`src/hw/rtl/lsf_pkg.sv`:
```
`timescale 1ns / 1ps
// Shared types and constants for the least-squares line fit unit.
// No dependencies; every other file of the block imports this package.
package lsf_pkg;

	localparam int LSF_MAX_POINTS  = 4096;
	localparam int LSF_SAMPLE_BITS = 16;
	localparam int LSF_OUT_W       = 48;
	localparam int LSF_FRAC        = 16;

	typedef enum logic [3:0] {
		ST_IDLE,
		ST_LOAD,
		ST_MUL,
		ST_DCHK,
		ST_NEG,
		ST_DIV,
		ST_RND,
		ST_STORE,
		ST_FIN
	} lsf_state_t;

	// product terms, in the order the sequencer walks them
	typedef enum logic [2:0] {
		OP_NXX,   // n * Sxx
		OP_SXSX,  // - Sx * Sx   -> denominator
		OP_NXY,   // n * Sxy
		OP_SXSY,  // - Sx * Sy   -> slope numerator
		OP_SYXX,  // Sy * Sxx
		OP_SXXY   // - Sx * Sxy  -> intercept numerator
	} lsf_op_t;

	typedef struct packed {
		logic degenerate;
		logic saturated;
	} lsf_flags_t;

endpackage

```
`src/hw/rtl/lsf_alu.sv`:
```
`timescale 1ns / 1ps
// Shared add/subtract unit of the fit engine, with carry out.
// Depends on lsf_pkg.
module lsf_alu import lsf_pkg::*; #(
	parameter int WIDTH = 75
) (
	input  logic [WIDTH-1:0] opa,
	input  logic [WIDTH-1:0] opb,
	input  logic             sub,
	output logic [WIDTH:0]   sum
);

	// subtract as a + ~b + 1; carry out set means a >= b (unsigned)
	assign sum = {1'b0, opa} + {1'b0, (sub ? ~opb : opb)} + {{WIDTH{1'b0}}, sub};

endmodule

```
`src/hw/rtl/lsf_accum.sv`:
```
`timescale 1ns / 1ps
// Point accumulators: count, sum x, sum y, sum x*x, sum x*y.
// Depends on lsf_pkg.
module lsf_accum import lsf_pkg::*; #(
	parameter int MAX_POINTS  = LSF_MAX_POINTS,
	parameter int SAMPLE_BITS = LSF_SAMPLE_BITS
) (
	input  logic                                                  clk,
	input  logic                                                  arst_n,
	input  logic                                                  take,
	input  logic signed [SAMPLE_BITS-1:0]                         x_sample,
	input  logic signed [SAMPLE_BITS-1:0]                         y_sample,
	input  logic                                                  last_point,
	output logic                                                  fit,
	output logic [$clog2(MAX_POINTS+1)-1:0]                       n_nx,
	output logic signed [SAMPLE_BITS+$clog2(MAX_POINTS+1)-1:0]    sx_nx,
	output logic signed [SAMPLE_BITS+$clog2(MAX_POINTS+1)-1:0]    sy_nx,
	output logic signed [2*SAMPLE_BITS+$clog2(MAX_POINTS+1)-1:0]  sxx_nx,
	output logic signed [2*SAMPLE_BITS+$clog2(MAX_POINTS+1)-1:0]  sxy_nx
);

	localparam int CW = $clog2(MAX_POINTS+1);
	localparam int SW = SAMPLE_BITS + CW;
	localparam int QW = 2*SAMPLE_BITS + CW;

	logic [CW-1:0]              count_q;
	logic signed [SW-1:0]       sx_q, sy_q;
	logic signed [QW-1:0]       sxx_q, sxy_q;
	logic signed [2*SAMPLE_BITS-1:0] xx, xy;

	assign xx = x_sample * x_sample;
	assign xy = x_sample * y_sample;

	assign n_nx   = count_q + CW'(1);
	assign sx_nx  = sx_q + {{(SW-SAMPLE_BITS){x_sample[SAMPLE_BITS-1]}}, x_sample};
	assign sy_nx  = sy_q + {{(SW-SAMPLE_BITS){y_sample[SAMPLE_BITS-1]}}, y_sample};
	assign sxx_nx = sxx_q + {{(QW-2*SAMPLE_BITS){xx[2*SAMPLE_BITS-1]}}, xx};
	assign sxy_nx = sxy_q + {{(QW-2*SAMPLE_BITS){xy[2*SAMPLE_BITS-1]}}, xy};

	// close the set on the marked point or when the point limit is hit
	assign fit = take && (last_point || (n_nx == CW'(MAX_POINTS)));

	always_ff @(posedge clk or negedge arst_n) begin
		if (!arst_n) begin
			count_q <= '0;
			sx_q    <= '0;
			sy_q    <= '0;
			sxx_q   <= '0;
			sxy_q   <= '0;
		end else if (fit) begin
			count_q <= '0;
			sx_q    <= '0;
			sy_q    <= '0;
			sxx_q   <= '0;
			sxy_q   <= '0;
		end else if (take) begin
			count_q <= n_nx;
			sx_q    <= sx_nx;
			sy_q    <= sy_nx;
			sxx_q   <= sxx_nx;
			sxy_q   <= sxy_nx;
		end
	end

endmodule

```
`src/hw/rtl/lsf_engine.sv`:
```
`timescale 1ns / 1ps
// Fit engine: sequencer around one shared adder that runs shift-add
// products and restoring division. Depends on lsf_pkg and lsf_alu.
module lsf_engine import lsf_pkg::*; #(
	parameter int MAX_POINTS  = LSF_MAX_POINTS,
	parameter int SAMPLE_BITS = LSF_SAMPLE_BITS
) (
	input  logic                                                  clk,
	input  logic                                                  arst_n,
	input  logic                                                  start,
	input  logic [$clog2(MAX_POINTS+1)-1:0]                       n_in,
	input  logic signed [SAMPLE_BITS+$clog2(MAX_POINTS+1)-1:0]    sx_in,
	input  logic signed [SAMPLE_BITS+$clog2(MAX_POINTS+1)-1:0]    sy_in,
	input  logic signed [2*SAMPLE_BITS+$clog2(MAX_POINTS+1)-1:0]  sxx_in,
	input  logic signed [2*SAMPLE_BITS+$clog2(MAX_POINTS+1)-1:0]  sxy_in,
	input  logic                                                  res_take,
	output logic                                                  busy,
	output logic                                                  res_valid,
	output logic [LSF_OUT_W-1:0]                                  res_slope,
	output logic [LSF_OUT_W-1:0]                                  res_icpt,
	output logic [$clog2(MAX_POINTS+1)-1:0]                       res_count,
	output lsf_flags_t                                            res_flags
);

	localparam int CW = $clog2(MAX_POINTS+1);
	localparam int SW = SAMPLE_BITS + CW;
	localparam int QW = 2*SAMPLE_BITS + CW;
	localparam int AW = SW + QW + 1;
	localparam int RW = CW + QW;
	localparam int NW = AW + LSF_FRAC;
	localparam int KW = $clog2(NW+1);
	localparam int OW = LSF_OUT_W;

	lsf_state_t state_q, state_d;
	lsf_op_t    op_q, op_d;
	logic [KW-1:0] cnt_q, cnt_d;

	logic [CW-1:0]        n_q;
	logic signed [SW-1:0] sx_q, sy_q;
	logic signed [QW-1:0] sxx_q, sxy_q;

	logic [AW-1:0] a_q, acc_q;
	logic [SW-1:0] b_q;
	logic          sub_q;
	logic [RW-1:0] den_q, rem_q;
	logic          neg_q, ovf_q, rnd_q, sat_q, deg_q;
	logic [NW-1:0] num_q;
	logic [OW:0]   quo_q;
	logic [OW-1:0] slope_q, icpt_q;

	logic [AW-1:0] opa, opb;
	logic          alu_sub;
	logic [AW:0]   alu_sum;

	logic [AW-1:0]        a_ld;
	logic signed [SW-1:0] b_ld;
	logic [SW-1:0]        b_mag;
	logic                 op_sub, op_clr, deg_now;

	logic [OW+1:0] qr, lim;
	logic          sat_st;
	logic [OW-1:0] mag_st, res_st;

	lsf_alu #(.WIDTH(AW)) u_alu (
		.opa (opa),
		.opb (opb),
		.sub (alu_sub),
		.sum (alu_sum)
	);

	// operand select per product term
	always_comb begin
		a_ld   = '0;
		b_ld   = '0;
		op_sub = 1'b0;
		op_clr = 1'b0;
		unique case (op_q)
			OP_NXX: begin
				a_ld   = {{(AW-QW){sxx_q[QW-1]}}, sxx_q};
				b_ld   = {{(SW-CW){1'b0}}, n_q};
				op_clr = 1'b1;
			end
			OP_SXSX: begin
				a_ld   = {{(AW-SW){sx_q[SW-1]}}, sx_q};
				b_ld   = sx_q;
				op_sub = 1'b1;
			end
			OP_NXY: begin
				a_ld   = {{(AW-QW){sxy_q[QW-1]}}, sxy_q};
				b_ld   = {{(SW-CW){1'b0}}, n_q};
				op_clr = 1'b1;
			end
			OP_SXSY: begin
				a_ld   = {{(AW-SW){sy_q[SW-1]}}, sy_q};
				b_ld   = sx_q;
				op_sub = 1'b1;
			end
			OP_SYXX: begin
				a_ld   = {{(AW-QW){sxx_q[QW-1]}}, sxx_q};
				b_ld   = sy_q;
				op_clr = 1'b1;
			end
			OP_SXXY: begin
				a_ld   = {{(AW-QW){sxy_q[QW-1]}}, sxy_q};
				b_ld   = sx_q;
				op_sub = 1'b1;
			end
			default: begin
				a_ld = '0;
			end
		endcase
		b_mag = b_ld[SW-1] ? (SW'(0) - b_ld) : b_ld;
	end

	assign deg_now = (acc_q == '0) || acc_q[AW-1];

	// shared adder operands
	always_comb begin
		opa     = acc_q;
		opb     = a_q;
		alu_sub = 1'b0;
		unique case (state_q)
			ST_MUL: begin
				opa     = acc_q;
				opb     = a_q;
				alu_sub = sub_q;
			end
			ST_NEG: begin
				opa     = '0;
				opb     = acc_q;
				alu_sub = 1'b1;
			end
			ST_DIV: begin
				opa     = {{(AW-RW-1){1'b0}}, rem_q, num_q[NW-1]};
				opb     = {{(AW-RW){1'b0}}, den_q};
				alu_sub = 1'b1;
			end
			ST_RND: begin
				opa     = {{(AW-RW-1){1'b0}}, rem_q, 1'b0};
				opb     = {{(AW-RW){1'b0}}, den_q};
				alu_sub = 1'b1;
			end
			default: begin
				alu_sub = 1'b0;
			end
		endcase
	end

	// round, clamp and restore sign of the quotient
	always_comb begin
		qr     = {1'b0, quo_q} + (OW+2)'(rnd_q);
		lim    = {3'b000, {(OW-1){1'b1}}} + (OW+2)'(neg_q);
		sat_st = ovf_q || (qr > lim);
		mag_st = sat_st ? lim[OW-1:0] : qr[OW-1:0];
		res_st = neg_q ? (OW'(0) - mag_st) : mag_st;
	end

	// next state
	always_comb begin
		state_d = state_q;
		op_d    = op_q;
		cnt_d   = cnt_q;
		unique case (state_q)
			ST_IDLE: begin
				if (start) begin
					state_d = ST_LOAD;
					op_d    = OP_NXX;
				end
			end
			ST_LOAD: begin
				state_d = ST_MUL;
				cnt_d   = '0;
			end
			ST_MUL: begin
				if (cnt_q == KW'(SW-1)) begin
					unique case (op_q)
						OP_NXX:  begin op_d = OP_SXSX; state_d = ST_LOAD; end
						OP_NXY:  begin op_d = OP_SXSY; state_d = ST_LOAD; end
						OP_SYXX: begin op_d = OP_SXXY; state_d = ST_LOAD; end
						OP_SXSX: state_d = ST_DCHK;
						OP_SXSY: state_d = ST_NEG;
						OP_SXXY: state_d = ST_NEG;
						default: state_d = ST_IDLE;
					endcase
				end else begin
					cnt_d = cnt_q + KW'(1);
				end
			end
			ST_DCHK: begin
				if (deg_now) begin
					state_d = ST_FIN;
				end else begin
					op_d    = OP_NXY;
					state_d = ST_LOAD;
				end
			end
			ST_NEG: begin
				state_d = ST_DIV;
				cnt_d   = '0;
			end
			ST_DIV: begin
				if (cnt_q == KW'(NW-1)) begin
					state_d = ST_RND;
				end else begin
					cnt_d = cnt_q + KW'(1);
				end
			end
			ST_RND: state_d = ST_STORE;
			ST_STORE: begin
				if (op_q == OP_SXSY) begin
					op_d    = OP_SYXX;
					state_d = ST_LOAD;
				end else begin
					state_d = ST_FIN;
				end
			end
			ST_FIN: begin
				if (res_take) begin
					state_d = ST_IDLE;
				end
			end
			default: state_d = ST_IDLE;
		endcase
	end

	always_ff @(posedge clk or negedge arst_n) begin
		if (!arst_n) begin
			state_q <= ST_IDLE;
			op_q    <= OP_NXX;
			cnt_q   <= '0;
		end else begin
			state_q <= state_d;
			op_q    <= op_d;
			cnt_q   <= cnt_d;
		end
	end

	// datapath
	always_ff @(posedge clk) begin
		unique case (state_q)
			ST_IDLE: begin
				if (start) begin
					n_q   <= n_in;
					sx_q  <= sx_in;
					sy_q  <= sy_in;
					sxx_q <= sxx_in;
					sxy_q <= sxy_in;
					sat_q <= 1'b0;
					deg_q <= 1'b0;
				end
			end
			ST_LOAD: begin
				a_q   <= a_ld;
				b_q   <= b_mag;
				sub_q <= b_ld[SW-1] ^ op_sub;
				if (op_clr) begin
					acc_q <= '0;
				end
			end
			ST_MUL: begin
				if (b_q[0]) begin
					acc_q <= alu_sum[AW-1:0];
				end
				a_q <= {a_q[AW-2:0], 1'b0};
				b_q <= {1'b0, b_q[SW-1:1]};
			end
			ST_DCHK: begin
				den_q <= acc_q[RW-1:0];
				if (deg_now) begin
					deg_q   <= 1'b1;
					slope_q <= '0;
					icpt_q  <= '0;
				end
			end
			ST_NEG: begin
				neg_q <= acc_q[AW-1];
				num_q <= {(acc_q[AW-1] ? alu_sum[AW-1:0] : acc_q), {LSF_FRAC{1'b0}}};
				rem_q <= '0;
				quo_q <= '0;
				ovf_q <= 1'b0;
			end
			ST_DIV: begin
				num_q <= {num_q[NW-2:0], 1'b0};
				if (alu_sum[AW]) begin
					rem_q <= alu_sum[RW-1:0];
				end else begin
					rem_q <= {rem_q[RW-2:0], num_q[NW-1]};
				end
				quo_q <= {quo_q[OW-1:0], alu_sum[AW]};
				ovf_q <= ovf_q | quo_q[OW];
			end
			ST_RND: rnd_q <= alu_sum[AW];
			ST_STORE: begin
				if (op_q == OP_SXSY) begin
					slope_q <= res_st;
				end else begin
					icpt_q <= res_st;
				end
				sat_q <= sat_q | sat_st;
			end
			ST_FIN: begin
				sat_q <= sat_q;
			end
			default: begin
				sat_q <= sat_q;
			end
		endcase
	end

	assign busy                 = (state_q != ST_IDLE);
	assign res_valid            = (state_q == ST_FIN);
	assign res_slope            = slope_q;
	assign res_icpt             = icpt_q;
	assign res_count            = n_q;
	assign res_flags.degenerate = deg_q;
	assign res_flags.saturated  = sat_q;

endmodule

```
`src/hw/rtl/least_squares_line_fit_unit.sv`:
```
`timescale 1ns / 1ps
// Least-squares line fit: points stream in at one beat per cycle while in_ready is
// high; the beat that closes a set starts the fit and drops in_ready until the one
// shared adder has stepped every product and quotient bit (a degenerate set stops
// once the denominator is known) and the result has moved into the output register,
// which it waits for while that register is full. The result then waits in the output
// register while new points are taken. Reset (arst_n low) clears the sums, the
// sequencer and out_valid.
module least_squares_line_fit_unit import lsf_pkg::*; #(
	parameter int MAX_POINTS  = LSF_MAX_POINTS,
	parameter int SAMPLE_BITS = LSF_SAMPLE_BITS
) (
	input  logic                                  clk,
	input  logic                                  arst_n,
	input  logic                                  in_valid,
	output logic                                  in_ready,
	input  logic signed [SAMPLE_BITS-1:0]         x_sample,
	input  logic signed [SAMPLE_BITS-1:0]         y_sample,
	input  logic                                  last_point,
	output logic                                  out_valid,
	input  logic                                  out_ready,
	output logic signed [LSF_OUT_W-1:0]           slope,
	output logic signed [LSF_OUT_W-1:0]           intercept,
	output logic                                  degenerate,
	output logic                                  saturated,
	output logic [$clog2(MAX_POINTS+1)-1:0]       point_count
);

	localparam int CW = $clog2(MAX_POINTS+1);
	localparam int SW = SAMPLE_BITS + CW;
	localparam int QW = 2*SAMPLE_BITS + CW;

	logic                 take, fit, busy, res_valid, res_take;
	logic [CW-1:0]        n_nx, res_count;
	logic signed [SW-1:0] sx_nx, sy_nx;
	logic signed [QW-1:0] sxx_nx, sxy_nx;
	logic [LSF_OUT_W-1:0] res_slope, res_icpt;
	lsf_flags_t           res_flags;

	logic                 out_valid_q;
	logic [LSF_OUT_W-1:0] slope_q, icpt_q;
	logic [CW-1:0]        count_q;
	lsf_flags_t           flags_q;

	// points are taken whenever the engine is free; the result register is separate
	assign in_ready = !busy;
	assign take     = in_valid && in_ready;

	lsf_accum #(
		.MAX_POINTS  (MAX_POINTS),
		.SAMPLE_BITS (SAMPLE_BITS)
	) u_accum (
		.clk        (clk),
		.arst_n     (arst_n),
		.take       (take),
		.x_sample   (x_sample),
		.y_sample   (y_sample),
		.last_point (last_point),
		.fit        (fit),
		.n_nx       (n_nx),
		.sx_nx      (sx_nx),
		.sy_nx      (sy_nx),
		.sxx_nx     (sxx_nx),
		.sxy_nx     (sxy_nx)
	);

	lsf_engine #(
		.MAX_POINTS  (MAX_POINTS),
		.SAMPLE_BITS (SAMPLE_BITS)
	) u_engine (
		.clk       (clk),
		.arst_n    (arst_n),
		.start     (fit),
		.n_in      (n_nx),
		.sx_in     (sx_nx),
		.sy_in     (sy_nx),
		.sxx_in    (sxx_nx),
		.sxy_in    (sxy_nx),
		.res_take  (res_take),
		.busy      (busy),
		.res_valid (res_valid),
		.res_slope (res_slope),
		.res_icpt  (res_icpt),
		.res_count (res_count),
		.res_flags (res_flags)
	);

	// the engine hands over its result when the output register is empty or draining
	assign res_take = !out_valid_q || out_ready;

	always_ff @(posedge clk or negedge arst_n) begin
		if (!arst_n) begin
			out_valid_q <= 1'b0;
		end else if (res_valid && res_take) begin
			out_valid_q <= 1'b1;
		end else if (out_ready) begin
			out_valid_q <= 1'b0;
		end
	end

	// hold the result beat until it is taken
	always_ff @(posedge clk) begin
		if (res_valid && res_take) begin
			slope_q <= res_slope;
			icpt_q  <= res_icpt;
			count_q <= res_count;
			flags_q <= res_flags;
		end
	end

	assign out_valid   = out_valid_q;
	assign slope       = slope_q;
	assign intercept   = icpt_q;
	assign point_count = count_q;
	assign degenerate  = flags_q.degenerate;
	assign saturated   = flags_q.saturated;

endmodule

```
`config.mk`:
```
export PLATFORM = sky130hd
export DESIGN_NAME = least_squares_line_fit_unit
export DESIGN_NICKNAME = d
export VERILOG_FILES = /design/src/hw/rtl/lsf_pkg.sv /design/src/hw/rtl/lsf_alu.sv /design/src/hw/rtl/lsf_accum.sv /design/src/hw/rtl/lsf_engine.sv /design/src/hw/rtl/least_squares_line_fit_unit.sv
export SDC_FILE = /design/constraint.sdc
export NUM_CORES = 2
export LEC_CHECK = 0
export ABC_CLOCK_PERIOD_IN_PS = 28700
export BUFFER_PORTS_ARGS = -buffer_cell sky130_fd_sc_hd__buf_4
export CAP_MARGIN = 20
export CORE_MARGIN = 2
export CORE_UTILIZATION = 65
export DETAILED_ROUTE_END_ITERATION = 8
export GPL_ROUTABILITY_DRIVEN = 0
export PLACE_DENSITY = 0.82
export SLEW_MARGIN = 25
export SYNTH_ARGS = -nofsm -noshare
export SYNTH_HDL_FRONTEND = slang
export SYNTH_SLANG_ARGS = --single-unit
```
`constraint.sdc`:
```
create_clock -name clk -period 28.7 [get_ports clk]
set_clock_uncertainty 0.1 [all_clocks]
set_input_delay 5.74 -clock clk [delete_from_list [all_inputs] [get_ports clk]]
set_output_delay 5.74 -clock clk [all_outputs]
set_load 0.1 [all_outputs]
```
# Word level (Yosys, flattened, before mapping)
# Index checks and enable logic that the tools add are counted.
op_classes:
  mux: 60
  bitwise_logic: 4
  n_eq_ne: 29
  n_addsub: 12
  n_reduce_logical: 40
  multipliers: 2
  n_lt_le_gt_ge: 1
ops:
  columns: ["cell", "count"]
  rows:
  - ["one-hot mux 75 bit (2 select lines)", 3]
  - ["2-to-1 mux 75 bit", 4]
  - ["one-hot mux 75 bit (4 select lines)", 1]
  - ["2-to-1 mux 48 bit", 5]
  - ["one-hot mux 75 bit (3 select lines)", 1]
  - ["one-hot mux 48 bit (2 select lines)", 2]
  - ["one-hot mux 91 bit (2 select lines)", 1]
  - ["2-to-1 mux 45 bit", 4]
  - ["2-to-1 mux 29 bit", 5]
  - ["one-hot mux 58 bit (2 select lines)", 1]
  - ["one-hot mux 49 bit (2 select lines)", 1]
  - ["adder 45 bit", 2]
  - ["one-hot mux 29 bit (3 select lines)", 1]
  - ["adder 75 x 75 -> 76 bit", 1]
  - ["adder 76 x 1 -> 76 bit", 1]
  - ["logical NOT 75 bit", 1]
  - ["inverter 75 bit", 1]
  - ["multiplier 16 x 16 -> 32 bit", 2]
  - ["adder 29 bit", 2]
  - ["2-to-1 mux 58 bit", 1]
  - ["one-hot mux 29 bit (2 select lines)", 1]
  - ["adder 49 x 1 -> 50 bit", 1]
  - ["> comparator 50 bit", 1]
  - ["adder 47 x 1 -> 48 bit (first input constant)", 1]
  - ["other kinds (43)", 104]
totals:
  wordCells: 182
  inputBits: 37
  ff_bits: 985

# Depth between registers and ports, before layout
logic_depth:
  word_depth: 9
  ltp_mapped: 41

# Cells and area by module
# A second synthesis with hierarchy kept.
unflattened:
  cells_unflattened: 7574
  area_unflattened_um2: 75981.6
modules_own_cells:
  columns: ["mod", "area_each_um2", "instances", "cells_each"]
  rows:
  - ["lsf_engine", 34733.3, 1, 3036]
  - ["lsf_accum", 32682.6, 1, 3679]
  - ["lsf_alu", 5168.7, 1, 742]
  - ["least_squares_line_fit_unit", 3397.0, 1, 117]

# Worst setup path before layout
# Ideal clock, no wire load.
synth_path:
  kind: "in2reg"
  from: "in x_sample[15]"
  to: "reg u_accum.sxx_q[44]"
  path_slack_ns: 14.159
  cell_stages: 34
  setup_time_ns: 0.120
  arrival_time_ns: 14.321
  n_path_buf: 2
  cell_sequence: "clkbuf_1 > inv_1 > buf_1 > nor2_1 > fa_1 > inv_1 > fa_1 > inv_1 > fa_1 > fa_1 > fa_1 > inv_1 > fa_1 > inv_1 > ha_1 > a21o_1 > a21o_1 > a21oi_1 > o21ai_0 > a21o_1 > a21oi_1 > a21boi_0 > o21ai_0 > mux2i_1 > nand4_1 > ha_1 > a21o_1 > a21o_1 > a21o_1 > a221oi_1 > o21ai_0 > xnor2_1 > xnor2_1 > a31o_2"
synth_between:
  elab_chain_cells: 4
synth_rtl:
  columns: ["element", "line", "source"]
  rows:
  - ["from (decl)", "least_squares_line_fit_unit.sv:17", "input logic signed [SAMPLE_BITS-1:0] x_sample,"]
  - ["multiplier 16 x 16 -> 32 bit", "lsf_accum.sv:31", "assign xx = x_sample * x_sample;"]
  - ["adder 45 bit", "lsf_accum.sv:37", "assign sxx_nx = sxx_q + {{(QW-2*SAMPLE_BITS){xx[2*SAMPLE_BITS-1]}}, xx};"]
  - ["named net sxx_nx[44]", "least_squares_line_fit_unit.sv:36", "logic signed [QW-1:0] sxx_nx, sxy_nx;"]
  - ["2-to-1 mux 45 bit", "lsf_accum.sv:56", "end else if (take) begin"]
  - ["2-to-1 mux 45 bit", "lsf_accum.sv:50", "end else if (fit) begin"]
  - ["to (signal assigned)", "lsf_accum.sv:60", "sxx_q <= sxx_nx;"]
  - ["to (decl)", "lsf_accum.sv:28", "logic signed [QW-1:0] sxx_q, sxy_q;"]
# The timed path passes the listed nets, and every way through them passes these cells. The select of a mux whose other input is x is not followed.
# A chain may end at the register's enable or synchronous reset.

# Final worst setup path
# Same ends and word-level chain as after synthesis.

==> metrics.cfg <==
[status]
outcome=completed

[synth]
netlist_area_mm2=0.0762
synth_top_family_by_area=adder cells
async_flop_share=0.182
synth_seq_cells=969
synthesis.nets=8587
synth_simple_gate_area_frac=0.137
yosys.area.top_type_share=0.312
yosys.area.top_type=edfxtp_1
syn_area_per_cell_um2=10.0
ys_types=108
synth_xor_area_frac=0.0517
muxShareOfSynthArea=0.0237
yosys-top-cells-area=edfxtp_1 (31%), fa_1 (13%), ha_1 (7.3%), dfrtp_1 (5.8%), inv_1 (3.8%)
synth-compound-area-share=0.155
synth-adder-area-share=0.205
seq_area_frac_synth=0.370
ys.flop_type=edfxtp_1
ys_warn_count=0
synthCells=7604
synth_edf_count=793

[worst_setup_path]
reg2reg_from=u_engine.quo_q[0]
r2r_cells=30
slowest_stage=fa_1
endpoint_kind=register
critPathKind=primary input to register
cp.arrival_ns=15.68
required_ns=29.19
cp_max_fo=48
max_stage_delay_ns=0.75
critPathLaunch=x_sample[15]
crit_path_start_kind=primary input

[floorplanning]
initial_core_util=0.656
rows=125
die_h_um=346
coreArea_mm2=0.116
ios=150
dieArea_mm2=0.120
die_w_um=346

[clocking]
htree_levels=3
cts-root-buf=clkbuf_16
cts_sinks=969
cts-resized-gates=0
cts_tree=built
post-cts-setup-buffers=0
cts_buffers=99
clk_latency_ns=0.72
clkTransAtPathRegs_ns=0.06
cts_hold_buffers=0
clockBufferDepth=3

[final_layout]
final_common_cell=edfxtp_1
nets=8511
drive_above_1_share=0.0710
area_growth_pct=7.33
layout_common_cells=edfxtp_1 (793), inv_1 (767), nand2_1 (659), fa_1 (504), ha_1 (442)
n_fill_cell=8232

[timing]
hold_viol=0
finalSetupTns_ns=0
min_period_ns=15.20
grt_setup_unrepaired=false
drv_slew=0
slew_headroom=0.267
setup_violations=0
final.period_utilization=0.529
clock.fmax_mhz=65.8
worst_pin_slew_ns=1.10

[route]
viasPerCell=6.51
drt-initial-drc-count=6946
postRouteAntennaNets=0
vias=59462
route.detailed.wl_per_inst_um=21.8
drcViolationCount=0
firstDrtPassIters=6
drt-total-wl_um=199000

[job]
drv_cap=0

[min_path]
hold_path_class=register to register
whs_path_depth=0
hp-start=u_engine.res_slope[6]

[grt]
grt_pass1_vias=59613
antenna_found_initial=4
track_usage=0.331
grt_max_degree=184
overflow=0
grt_pass1_wl_um=319000

[place]
io_buffers=149
dpl.hpwl_um=139000

==> critical path, delay by kind of cell <==
kind / cells / cell delay (ns)
adders and majority gates: 8 / 4.36
xor gates and xnor gates: 2 / 0.31
AOI/OAI and AO/OA: 14 / 3.12
buffers and inverters: 6 / 1.15
and+or+nand+nor: 2 / 0.76
muxes: 1 / 0.20
==> final cells by class <==
cell class,count,area (um^2),area share
repair buffers,208,1670,0.0204
clock buffers,123,2620,0.0320
clock inverters,65,712,0.00870
inverters,772,2900,0.0354
multi-input cells,5478,43800,0.535
diodes,1,2.50,0.0000306
well taps,1524,1910,0.0233
flip-flops and latches,969,28200,0.345
==> routing by layer <==
layer / vias up / global-route usage / share of wire
met5: - / 0 / 0.00014
met4: 4 / 0.138 / 0.045
met3: 594 / 0.0510 / 0.095
met2: 3189 / 0.544 / 0.47
met1: 29163 / 0.441 / 0.39
li1: 26512 / - / -
==> stage by stage <==
step                      hold slack [ns]  cell area [um^2]  utilization  cells  setup slack (ns)
final                               0.313             81800        0.704   9140             13.50
after global routing                0.318             81800        0.704   9140             12.90
after CTS                           0.304             81700        0.703   9136             13.55
after detailed placement            0.305             78400        0.674   8948             12.83
after global placement              0.301             78400        0.674   8948             13.01
after floorplan                     0.300             76200            -   7604             14.16
==> worst paths after layout <==
path / slack [ns] / end
min in group asynchronous: 4.82 / u_accum.sxy_q[36]
worst min register to register: 0.31 / slope[6]
worst max register to register: 19.94 / u_engine.res_slope[42]
worst max-delay path: 13.50 / u_accum.sxx_q[44]
max in group asynchronous: 21.95 / u_accum.sxy_q[1]
worst min-delay path: 0.31 / slope[6]
==> synthesized netlist by cell type, types with 50 or more instances <==
library cell  number
nor3_1           135
nor2_1           414
ha_1             442
xnor2_1          313
a31oi_1           51
a21oi_1          439
nand2b_1          50
buf_1             54
nand2_1          662
mux2i_1          114
dfrtp_1          176
fa_1             504
o21ai_0          418
nor2b_1          103
mux2_2            59
nand4_1           76
clkbuf_1         309
and3_1            71
edfxtp_1         793
inv_1            767
and2_1           314
nand3_1          156
xor2_1           133
a21o_1           185
o221ai_1          88
a22o_1           163
o21a_1            75
==> logic make-up after synthesis <==
logic type | after synthesis
mux | 173
flops | 969
compound gates | 1786
simple gates | 2125
fa+ha+maj | 946
buf+inv | 1157
xor+xnor | 448
==> sequential cells by signal, indices dropped and copies added (netlist names), 45 cells and up <==
| register | flops |
|---|---|
| u_accum.sxy_q | 45 |
| u_engine.res_slope | 48 |
| u_engine.res_icpt | 48 |
| u_accum.sxx_q | 45 |
| u_engine.rem_q | 58 |
| u_engine.num_q | 75 |
| u_engine.den_q | 58 |
| u_engine.sxy_q | 45 |
| u_engine.a_q | 75 |
| u_engine.quo_q | 49 |
| intercept | 48 |
| slope | 48 |
| u_engine.acc_q | 75 |
| u_engine.sxx_q | 45 |
Power is left out: the tool's default activity adds up to more than one toggle a clock period on the data nets, which glitch-free logic cannot reach.
